`src/rsmp_pkg.sv`:
```
`timescale 1ns / 1ps

package rsmp_pkg;

  // Limits of the block
  localparam int MAX_STEPS        = 256;
  localparam int MAX_PROFILE      = 64;
  localparam int SINE_TABLE_DEPTH = 1024;

  // Field widths
  localparam int COORD_W = 16;
  localparam int PIDX_W  = 6;
  localparam int STEP_W  = 8;
  localparam int IDX_W   = 14;
  localparam int STEPS_W = 9;
  localparam int LEN_W   = 7;
  localparam int PH_W    = 16;
  localparam int SIN_W   = 16;
  localparam int PROD_W  = 32;
  localparam int CFG_W   = 16;
  localparam int CFG_IDX_W = 2;

  // Sine table geometry: full turn in TAB_W bits, one quarter stored
  localparam int TAB_W      = $clog2(SINE_TABLE_DEPTH);
  localparam int QTR_W      = TAB_W - 2;
  localparam int QTR_DEPTH  = SINE_TABLE_DEPTH / 4;

  // Register indexes
  localparam logic [CFG_IDX_W-1:0] CFG_NUM_STEPS   = 2'd0;
  localparam logic [CFG_IDX_W-1:0] CFG_PROFILE_LEN = 2'd1;
  localparam logic [CFG_IDX_W-1:0] CFG_PHASE_STEP  = 2'd2;

  // Register reset values
  localparam logic [STEPS_W-1:0] NUM_STEPS_RST   = 9'd20;
  localparam logic [LEN_W-1:0]   PROFILE_LEN_RST = 7'd2;
  localparam logic [PH_W-1:0]    PHASE_STEP_RST  = 16'd3277;

  // Fixed point constants for the table build (Q30)
  localparam logic [63:0] Q30_ONE     = 64'd1073741824;
  localparam logic [63:0] HALF_PI_Q30 = 64'd1686629713;

  typedef struct packed {
    logic signed [COORD_W-1:0] point_x;
    logic signed [COORD_W-1:0] point_y;
    logic signed [COORD_W-1:0] point_z;
    logic [PIDX_W-1:0]         point_index;
    logic [STEP_W-1:0]         step_index;
  } in_item_t;

  typedef struct packed {
    logic signed [COORD_W-1:0] vertex_x;
    logic signed [COORD_W-1:0] vertex_y;
    logic signed [COORD_W-1:0] vertex_z;
    logic [IDX_W-1:0]          vertex_slot;
    logic                      quad_valid;
    logic [IDX_W-1:0]          tri_a_first;
    logic [IDX_W-1:0]          tri_a_second;
    logic [IDX_W-1:0]          tri_a_third;
    logic [IDX_W-1:0]          tri_b_first;
    logic [IDX_W-1:0]          tri_b_second;
    logic [IDX_W-1:0]          tri_b_third;
  } out_item_t;

  typedef logic signed [SIN_W-1:0] sine_qtr_t [QTR_DEPTH];

  // Sine of quarter-turn position m, Q1.14; Taylor series to degree 13 in Q30
  function automatic logic signed [SIN_W-1:0] sine_quarter(int unsigned m);
    logic [63:0] x;
    logic [63:0] t;
    logic [63:0] t2;
    logic [63:0] p;
    logic [63:0] s;
    x  = 64'(m) << (32 - TAB_W);
    t  = (x * HALF_PI_Q30) >> 30;
    t2 = (t * t) >> 30;
    p  = Q30_ONE;
    p  = Q30_ONE - (((t2 * p) >> 30) / 64'd156);
    p  = Q30_ONE - (((t2 * p) >> 30) / 64'd110);
    p  = Q30_ONE - (((t2 * p) >> 30) / 64'd72);
    p  = Q30_ONE - (((t2 * p) >> 30) / 64'd42);
    p  = Q30_ONE - (((t2 * p) >> 30) / 64'd20);
    p  = Q30_ONE - (((t2 * p) >> 30) / 64'd6);
    s  = (t * p) >> 30;
    return SIN_W'((s + 64'd32768) >> 16);
  endfunction

  function automatic sine_qtr_t build_quarter();
    sine_qtr_t q;
    for (int m = 0; m < QTR_DEPTH; m++) begin
      q[m] = sine_quarter(m);
    end
    return q;
  endfunction

  // First quarter of the table, and its end point (quarter turn)
  localparam sine_qtr_t SINE_QTR = build_quarter();
  localparam logic signed [SIN_W-1:0] SIN_PEAK = sine_quarter(QTR_DEPTH);

endpackage

```
`src/revolution_surface_mesh_point_top.sv`:
```
`timescale 1ns / 1ps

// Surface-of-revolution mesh point: takes one profile point per transfer,
// rotates it about the Y axis by step_index * phase_step (65536 = one turn)
// and returns the vertex, its slot and the two triangles of the quad to the
// next profile point on the next meridian. Four-stage pipeline (index and
// phase multiply, sine/cosine lookup, products, round and saturate): one item
// per cycle sustained; each item passes through the stage registers in order,
// and out_valid rises when it reaches the output register; the input
// ready drops only while the output register holds an untaken result and the
// stages behind it are full. Configuration written while idle takes effect
// for the next item.
module revolution_surface_mesh_point_top
  import rsmp_pkg::*;
(
  input  logic                 clk,
  input  logic                 rst_n,
  input  logic                 cfg_we,
  input  logic [CFG_IDX_W-1:0] cfg_index,
  input  logic [CFG_W-1:0]     cfg_data,
  input  logic                 in_valid,
  output logic                 in_ready,
  input  in_item_t             in_data,
  output logic                 out_valid,
  input  logic                 out_ready,
  output out_item_t            out_data
);

  // Round Q.26 sum to Q3.12 (floor of (s + half)), then saturate
  function automatic logic signed [COORD_W-1:0] round_sat(logic signed [PROD_W-1:0] s);
    logic signed [PROD_W:0] b;
    logic signed [PROD_W:0] r;
    b = (PROD_W+1)'(s) + (PROD_W+1)'(8192);
    r = b >>> 14;
    if (r > (PROD_W+1)'(32767)) begin
      return 16'sh7fff;
    end else if (r < -(PROD_W+1)'(32768)) begin
      return 16'sh8000;
    end else begin
      return COORD_W'(r);
    end
  endfunction

  // Configuration registers
  logic [STEPS_W-1:0] num_steps_r;
  logic [LEN_W-1:0]   profile_len_r;
  logic [PH_W-1:0]    phase_step_r;

  always_ff @(posedge clk) begin
    if (!rst_n) begin
      num_steps_r   <= NUM_STEPS_RST;
      profile_len_r <= PROFILE_LEN_RST;
      phase_step_r  <= PHASE_STEP_RST;
    end else if (cfg_we) begin
      case (cfg_index)
        CFG_NUM_STEPS:   num_steps_r   <= cfg_data[STEPS_W-1:0];
        CFG_PROFILE_LEN: profile_len_r <= cfg_data[LEN_W-1:0];
        CFG_PHASE_STEP:  phase_step_r  <= cfg_data[PH_W-1:0];
        default: ;
      endcase
    end
  end

  // Stage advance chain
  logic v1_r, v2_r, v3_r, vo_r;
  logic adv1, adv2, adv3, adv_out;

  assign adv_out   = !vo_r || out_ready;
  assign adv3      = !v3_r || adv_out;
  assign adv2      = !v2_r || adv3;
  assign adv1      = !v1_r || adv2;
  assign in_ready  = adv1;
  assign out_valid = vo_r;

  always_ff @(posedge clk) begin
    if (!rst_n) begin
      v1_r <= 1'b0;
      v2_r <= 1'b0;
      v3_r <= 1'b0;
      vo_r <= 1'b0;
    end else begin
      if (adv1)    v1_r <= in_valid;
      if (adv2)    v2_r <= v1_r;
      if (adv3)    v3_r <= v2_r;
      if (adv_out) vo_r <= v3_r;
    end
  end

  // Stage 1: phase, meridian offsets, quad flag
  logic [STEPS_W-1:0] steps_eff;
  logic [LEN_W-1:0]   len_eff;
  logic [STEP_W-1:0]  next_step;
  logic [PH_W-1:0]    phase_nxt;
  logic [IDX_W-1:0]   cur_nxt;
  logic [IDX_W-1:0]   nxt_nxt;
  logic               qv_nxt;

  always_comb begin
    steps_eff = (32'(num_steps_r) > MAX_STEPS) ? STEPS_W'(MAX_STEPS) : num_steps_r;
    len_eff   = (32'(profile_len_r) > MAX_PROFILE) ? LEN_W'(MAX_PROFILE) : profile_len_r;
    next_step = ((STEPS_W'(in_data.step_index) + STEPS_W'(1)) < steps_eff)
                ? in_data.step_index + STEP_W'(1) : '0;
    phase_nxt = PH_W'(24'(in_data.step_index) * 24'(phase_step_r));
    cur_nxt   = IDX_W'(15'(in_data.step_index) * 15'(len_eff));
    nxt_nxt   = IDX_W'(15'(next_step) * 15'(len_eff));
    qv_nxt    = (LEN_W'(in_data.point_index) + LEN_W'(1)) < len_eff;
  end

  logic signed [COORD_W-1:0] px1_r, py1_r, pz1_r;
  logic [PH_W-1:0]           phase1_r;
  logic [IDX_W-1:0]          cur1_r, nxt1_r;
  logic [PIDX_W-1:0]         idx1_r;
  logic                      qv1_r;

  always_ff @(posedge clk) begin
    if (adv1) begin
      px1_r    <= in_data.point_x;
      py1_r    <= in_data.point_y;
      pz1_r    <= in_data.point_z;
      phase1_r <= phase_nxt;
      cur1_r   <= cur_nxt;
      nxt1_r   <= nxt_nxt;
      idx1_r   <= in_data.point_index;
      qv1_r    <= qv_nxt;
    end
  end

  // Stage 2: sine/cosine lookup and vertex indices
  logic signed [SIN_W-1:0] sin2_r, cos2_r;

  rsmp_sincos u_sincos (
    .clk   (clk),
    .en    (adv2),
    .phase (phase1_r),
    .sin_r (sin2_r),
    .cos_r (cos2_r)
  );

  logic [IDX_W-1:0] i_ext;
  logic [IDX_W-1:0] slot_nxt, a1_nxt, a2_nxt, a3_nxt;

  always_comb begin
    i_ext    = IDX_W'(idx1_r);
    slot_nxt = i_ext + cur1_r;
    a1_nxt   = qv1_r ? i_ext + nxt1_r : '0;
    a2_nxt   = qv1_r ? i_ext + IDX_W'(1) + nxt1_r : '0;
    a3_nxt   = qv1_r ? i_ext + IDX_W'(1) + cur1_r : '0;
  end

  logic signed [COORD_W-1:0] px2_r, py2_r, pz2_r;
  logic [IDX_W-1:0]          slot2_r, a12_r, a22_r, a32_r, b22_r;
  logic                      qv2_r;

  always_ff @(posedge clk) begin
    if (adv2) begin
      px2_r   <= px1_r;
      py2_r   <= py1_r;
      pz2_r   <= pz1_r;
      slot2_r <= slot_nxt;
      a12_r   <= a1_nxt;
      a22_r   <= a2_nxt;
      a32_r   <= a3_nxt;
      b22_r   <= qv1_r ? slot_nxt : '0;
      qv2_r   <= qv1_r;
    end
  end

  // Stage 3: the four rotation products
  logic signed [PROD_W-1:0] xc3_r, zs3_r, xs3_r, zc3_r;
  logic signed [COORD_W-1:0] py3_r;
  logic [IDX_W-1:0]          slot3_r, a13_r, a23_r, a33_r, b23_r;
  logic                      qv3_r;

  always_ff @(posedge clk) begin
    if (adv3) begin
      xc3_r   <= px2_r * cos2_r;
      zs3_r   <= pz2_r * sin2_r;
      xs3_r   <= px2_r * sin2_r;
      zc3_r   <= pz2_r * cos2_r;
      py3_r   <= py2_r;
      slot3_r <= slot2_r;
      a13_r   <= a12_r;
      a23_r   <= a22_r;
      a33_r   <= a32_r;
      b23_r   <= b22_r;
      qv3_r   <= qv2_r;
    end
  end

  // Stage 4: sum, round, saturate into the output register
  logic signed [PROD_W-1:0] rx_sum, rz_sum;

  assign rx_sum = xc3_r + zs3_r;
  assign rz_sum = zc3_r - xs3_r;

  out_item_t out_r;

  always_ff @(posedge clk) begin
    if (adv_out) begin
      out_r.vertex_x     <= round_sat(rx_sum);
      out_r.vertex_y     <= py3_r;
      out_r.vertex_z     <= round_sat(rz_sum);
      out_r.vertex_slot  <= slot3_r;
      out_r.quad_valid   <= qv3_r;
      out_r.tri_a_first  <= a13_r;
      out_r.tri_a_second <= a23_r;
      out_r.tri_a_third  <= a33_r;
      out_r.tri_b_first  <= a33_r;
      out_r.tri_b_second <= b23_r;
      out_r.tri_b_third  <= a13_r;
    end
  end

  assign out_data = out_r;

endmodule

```
`src/rsmp_sincos.sv`:
```
`timescale 1ns / 1ps

module rsmp_sincos
  import rsmp_pkg::*;
(
  input  logic                    clk,
  input  logic                    en,
  input  logic [PH_W-1:0]         phase,
  output logic signed [SIN_W-1:0] sin_r,
  output logic signed [SIN_W-1:0] cos_r
);

  // Full-turn lookup built from the stored quarter by symmetry
  function automatic logic signed [SIN_W-1:0] turn_lookup(logic [TAB_W-1:0] k);
    logic [QTR_W-1:0]        low;
    logic signed [SIN_W-1:0] mag;
    low = k[QTR_W-1:0];
    if (k[QTR_W] && (low == '0)) begin
      mag = SIN_PEAK;
    end else if (k[QTR_W]) begin
      mag = SINE_QTR[QTR_W'(~low + 1'b1)];
    end else begin
      mag = SINE_QTR[low];
    end
    return k[TAB_W-1] ? -mag : mag;
  endfunction

  logic [TAB_W-1:0] sin_idx;
  logic [TAB_W-1:0] cos_idx;

  // Cosine sits a quarter turn ahead
  assign sin_idx = phase[PH_W-1 -: TAB_W];
  assign cos_idx = sin_idx + TAB_W'(QTR_DEPTH);

  always_ff @(posedge clk) begin
    if (en) begin
      sin_r <= turn_lookup(sin_idx);
      cos_r <= turn_lookup(cos_idx);
    end
  end

endmodule
```
`config.mk`:
```
export PLATFORM = sky130hd
export DESIGN_NAME = revolution_surface_mesh_point_top
export DESIGN_NICKNAME = d
export VERILOG_FILES = /design/src/rsmp_pkg.sv /design/src/revolution_surface_mesh_point_top.sv /design/src/rsmp_sincos.sv
export SDC_FILE = /design/constraint.sdc
export NUM_CORES = 2
export LEC_CHECK = 0
export BUFFER_PORTS_ARGS = -buffer_cell sky130_fd_sc_hd__buf_2
export CELL_PAD_IN_SITES_DETAIL_PLACEMENT = 2
export CELL_PAD_IN_SITES_GLOBAL_PLACEMENT = 2
export CORE_MARGIN = 3
export CORE_UTILIZATION = 30
export DETAILED_ROUTE_END_ITERATION = 16
export PLACE_DENSITY_LB_ADDON = 0.1
export SYNTH_ARGS = -nofsm -noshare
export SYNTH_HDL_FRONTEND = slang
export SYNTH_SLANG_ARGS = --single-unit
```
`constraint.sdc`:
```
create_clock -name clk -period 7.7 [get_ports clk]
set_input_delay 0.77 -clock clk [delete_from_list [all_inputs] [get_ports clk]]
set_output_delay 0.77 -clock clk [all_outputs]
set_load 0.1 [all_outputs]
```
# Word level (Yosys, flattened, before mapping)
# Memory sizes are Yosys's and may differ from the RTL's.
# Index checks and enable logic that the tools add are counted.
# word_totals
memories	4
ff_bits	620
in_bits	85
mem_bits_ro	16384
# classes
reduce_logical	16
n_mul	7
eq_ne	2
n_lt_le_gt_ge	12
addsub	17
n_bitwise	6
mux	21
# memory_table
memory	words	width	rd	rd_ports_with_merged_regs	wr	line	rtl
(no name shown)	256	16	1	0	0	rsmp_sincos.sv:21	mag = SINE_QTR[QTR_W'(~low + 1'b1)];
(no name shown)	256	16	1	0	0	rsmp_sincos.sv:21	
(no name shown)	256	16	1	0	0	rsmp_sincos.sv:23	mag = SINE_QTR[low];
(no name shown)	256	16	1	0	0	rsmp_sincos.sv:23	
# op_table
cell	n
$mux W16	18
$mul A16 B16 Y32	4
$add A32 B15 Y33 const B	2
$gt A19 B16 Y1 const B	2
$lt A19 B16 Y1 const B	2
$ge A9 B9 Y1 const B	4
$not A8 Y9	4
$add A32 B32 Y32	1
$neg A16 Y16	2
$sub A32 B32 Y32	1
$add A6 B14 Y14	2
$mul A8 B7 Y14	2
$add A8 B1 Y8 const B	3
$logic_not A8 Y1	2
$mul A8 B16 Y16	1
$not A8 Y8	2
$add A14 B14 Y14	1
$add A6 B1 Y7 const B	2
$add A7 B14 Y14	1
$add A10 B9 Y10 const B	1
$add A8 B1 Y9 const B	1
$gt A9 B9 Y1 const B	1
$lt A9 B9 Y1	1
$mux W9	1
11 further kinds	20

# Longest topological paths before layout
# depth
depth_word	12
mapped_depth	33

# By module
# Synthesis repeated with hierarchy kept, for this count alone.
# unflattened
hier_cells	8238
hier_area_um2	79862.8
# modules_own_cells
module	n_inst	cells_each	area_each_um2
revolution_surface_mesh_point_top	1	6637	69065.0
rsmp_sincos	1	1601	10797.9

# Worst setup path before layout
# OpenSTA, ideal clock, no wires.
# synth_timing
kind	input to register
startpoint	in in_data[0] (netlist bit)
endpoint	reg nxt1_r[13], data pin
setup_time_ps	258
arrival_ps	6847
cell_stages	31
path_slack_ps	595
cell_sequence	ha_1 ha_1 a21o_1 a21o_1 a21o_1 a21o_1 a21o_1 a21o_1 a21o_1 a21oi_1 clkbuf_1 buf_1 nand3_1 fa_1 inv_1 ha_1 inv_1 fa_1 fa_1 inv_1 ha_1 inv_1 o21bai_1 a21oi_1 o21bai_1 a21oi_1 nor2b_1 o21a_1 o41ai_1 xnor2_1 xnor2_1
# synth_between
elab_chain_cells	4
# synth_rtl
item	line	rtl
start: declaration	revolution_surface_mesh_point_top.sv:23	input in_item_t in_data,
$add A8 B1 Y9	revolution_surface_mesh_point_top.sv:101	next_step = ((STEPS_W'(in_data.step_index) + STEPS_W'(1)) < steps_eff)
$lt A9 B9 Y1	revolution_surface_mesh_point_top.sv:101	
$mux W8 *	revolution_surface_mesh_point_top.sv:102	? in_data.step_index + STEP_W'(1) : '0;
$mul A8 B7 Y14 *	revolution_surface_mesh_point_top.sv:105	nxt_nxt = IDX_W'(15'(next_step) * 15'(len_eff));
net nxt_nxt[13]	revolution_surface_mesh_point_top.sv:95	logic [IDX_W-1:0] nxt_nxt;
end signal: assignment	revolution_surface_mesh_point_top.sv:122	nxt1_r <= nxt_nxt;
end: declaration	revolution_surface_mesh_point_top.sv:111	logic [IDX_W-1:0] cur1_r, nxt1_r;
# Mark *: on every way through the listed nets, which the timed path passes. The rest lies on a longest branch.
# A chain may end at the register's enable or synchronous reset.

# Worst setup path in the final report
# layout_timing
startpoint	reg u_sincos.sin_r[9]
endpoint	reg zs3_r[31], data pin
# layout_between
elab_chain_cells	1
# layout_rtl
item	line	rtl
start: declaration	rsmp_sincos.sv:9	output logic signed [SIN_W-1:0] sin_r,
start signal: assignment	rsmp_sincos.sv:37	sin_r <= turn_lookup(sin_idx);
$mul A16 B16 Y32	revolution_surface_mesh_point_top.sv:177	zs3_r <= pz2_r * sin2_r;
end signal: assignment	revolution_surface_mesh_point_top.sv:177	
end: declaration	revolution_surface_mesh_point_top.sv:169	logic signed [PROD_W-1:0] xc3_r, zs3_r, xs3_r, zc3_r;
# No other way between the ends.

==> metrics.md <==
| Metric | Value |
|---|---|
| Cells after DPL | `11651` |
| Hold/Removal Path Class | `in2reg` |
| Largest driver fanout on the critical path | `17` |
| Share of cells above drive strength 1 | `0.0920` |
| Sequential element share of the synthesized area | `0.228` |
| Worst EP required | `a little over 8 ns` |
| Async S/R FF share, synth | `0` |
| CTS H-tree lvls | `3` |
| DRC viols | `0` |
| Cell Count, Final, Fillers Out | `11841` |
| Crit. End Element | `register` |
| Path type of the worst setup path | `reg2reg` |
| Slowest cell on crit path | `edfxtp_1` |
| Via count | `between 50000 and 60000` |
| Synth area leaders | `fa_1 (30%), edfxtp_1 (22%), ha_1 (8.6%), inv_1 (6.4%), nand2_1 (4.5%)` |
| CTS Buf Count | `83` |
| Wire per inst | `23.8 um` |
| Slew Viols, Final | `0` |
| Critical Path Max Stage Delay | `0.98 ns` |
| Synth Warn # | `0` |
| CTS clk-pin slew, worst paths | `about 0.060 ns` |
| Final setup viols | `0` |
| Fin Setup TNS | `0 ns` |
| First DRT Iteration DRCs | `around 3000` |
| Final worst-path cycle share | `0.950` |
| Root buffer cell | `clkbuf_16` |
| Chip width | `520 um` |
| RSZ-0062 raised after global routing | `no` |
| Cell Chain, Critical Path | `nand2_1, fa_1, inv_1, fa_1, inv_1, fa_1, inv_1, fa_1, inv_1, fa_1, inv_1, fa_1, ha_1, and3_1, a21boi_0, nor2b_1, a21oi_1, buf_4, a311oi_1, a41oi_1, a21oi_1, a311oi_2, xnor2_1` |
| Initial core utilization | `0.302` |
| Run status | `complete, no violations` |
| Die ar. | `around 0.27 mm^2` |
| Routed Antenna Nets | `0` |
| Synthesis-to-finish area growth | `11.0%` |
| Largest net degree at the start of global routing | `156` |
| Fin nets | `10056` |
| Largest area contributor in the synthesized netlist | `fa_1` |
| GP Congestion | `0.858` |
| Mapped Area | `a little under 0.08 mm^2` |
| Number of global-route vias before repair | `68521` |
| Share of the synthesized area in the top cell type | `0.295` |
| I/O Buffers | `233` |
| Drt total wl | `282000 um` |
| Worst Clk Skew | `approximately 0.07 ns` |
| Worst-margin pin slew | `1.08 ns` |
| Num Clock Sinks | `614` |
| Initial antenna violation count | `13` |
| Die Y | `520 um` |
| Most common cell on crit path | `fa_1` |
| Cells after Synth | `8144` |
| Most frequent cells after synthesis | `inv_1 (1353), fa_1 (1169), nand2_1 (952)` |
| CTS tree | `built` |
| Cts hold-fix bufs | `0` |
| Setup crit start kind | `register` |
| Worst-Skew Late Latency | `0.73 ns` |
| Number of flops mapped to enable cells by yosys | `578` |
| Synth Flop Type | `edfxtp_1` |
| IO Pins | `234` |
| Max cap viols | `0` |
| Rel. slew slack | `0.276` |
| Synth cell types | `between 100 and 150` |
| FP Rows | `~190` |
| Syn_area_per_cell | `9.73 um^2` |
| GRT overflow | `0` |
| Drt first pass iters | `7` |
| Avg Vias per Cell | `5.01` |
| Number of synthesized register bits | `614` |
| Core footprint | `0.263 mm^2` |
| Syn_nets | `9945` |
| Tmin final | `between 7 and 8 ns` |
| GRT Total Usage | `0.209` |
| Global-route wire length before repair | `435000 um` |
| Arrival time worst endpoint | `about 7.7 ns` |
| Final hold violations | `0` |
| Fmax | `137 MHz` |
| Most common cell in the netlist | `inv_1` |
| Final HPWL DP | `223000 um` |
| Clock buffer depth | `3` |
-- placed cells by master, fill, tap and decap left out, drive strengths merged, types with 21 or more instances in the layout --
cell type	count
a211oi	57
a21boi	30
a21o	86
a21oi	286
a311oi	35
a31oi	60
and2	528
and3	32
buf	517
clkbuf	95
clkinv	49
dfxtp	36
edfxtp	578
fa	1169
ha	547
inv	1361
mux2i	36
mux4	25
nand2	953
nand2b	116
nand3	104
nand4	32
nor2	266
nor2b	75
nor3	78
o211ai	72
o21a	26
o21ai	265
o21bai	40
o22ai	21
o311ai	33
o31ai	35
or2	24
or3	27
xnor2	251
xor2	90
-- logic make-up after synthesis --
group | share of synthesized area
xor+xnor | 0.0378
compound gates | 0.105
mux | 0.0129
fa+ha+maj | 0.382
simple gates | 0.144
flops | 0.228
buf+inv | 0.0909
-- worst paths after layout --
check / startpoint / endpoint / slack (ns) / depth (start not counted)
setup / recovery: u_sincos.sin_r[9] / zs3_r[31] / 0.39 / 23
hold / removal: in_data[33] / py1_r[3] / 0.23 / 1
setup reg to reg: u_sincos.sin_r[9] / zs3_r[31] / 0.39 / 23
hold reg to reg: py2_r[5] / py3_r[5] / 0.39 / 0
-- registers in the layout, indices dropped and copies added (netlist names), 16 cells and up --
register	flops
phase_step_r	16
u_sincos.sin_r	16
pz1_r	16
pz2_r	16
xc3_r	32
py2_r	16
zc3_r	32
u_sincos.cos_r	16
zs3_r	32
px1_r	16
out_data	119
py1_r	16
px2_r	16
xs3_r	32
py3_r	16
-- final cells by class --
cell class	instances	area (um^2)
Timing Repair Buffer	517	3590
Clock inverter	59	629
Sequential cell	614	18100
Clock buffer	95	2120
Tap cell	3515	4400
Inverter	1360	5120
Fill cell	28890	174000
Multi-Input combinational cell	5679	54100
Antenna cell	2	5.00
-- metrics by stage --
| stage | hold WS, ns | instance area (um^2) | utilization | worst slack [ns] |
|---|---|---|---|---|
| 3_3_place_gp | 0.400 | 84900 | 0.323 | 0.274 |
| 6_report | 0.227 | 88000 | 0.335 | 0.386 |
| 3_5_place_dp | 0.405 | 84900 | 0.323 | 0.241 |
| 2_1_floorplan | 0.400 | 79300 | - | 0.595 |
| 5_1_grt | 0.165 | 88000 | 0.335 | 0.0153 |
| 4_1_cts | 0.143 | 87600 | 0.334 | 0.202 |
-- routing by layer --
layer,up-vias,track usage,share of wire,wire length (um)
li1,26619,-,-,-
met1,31548,0.278,0.45,126000
met2,867,0.368,0.50,141000
met3,281,0.0169,0.027,7610
met4,4,0.0508,0.026,7420
met5,-,0,0.000096,27
-- worst max-delay path, delay by kind of cell, from the launching register on --
kind / cells / cell delay [ns]
buf+inv: 6 / 0.45
fa+ha+maj: 7 / 3.28
flops: 1 / 0.98
simple gates: 3 / 0.59
compound gates: 6 / 1.56
xor+xnor: 1 / 0.15
-- repair_timing --
action / in CTS / in global routing
gates resized for setup: 0 / 2
endpoints found under the setup margin: 0 / 7
setup buffers: 0 / 34
Power is not shown: default switching activity piles up to over one toggle a cycle in this logic, so the estimate is an artifact.
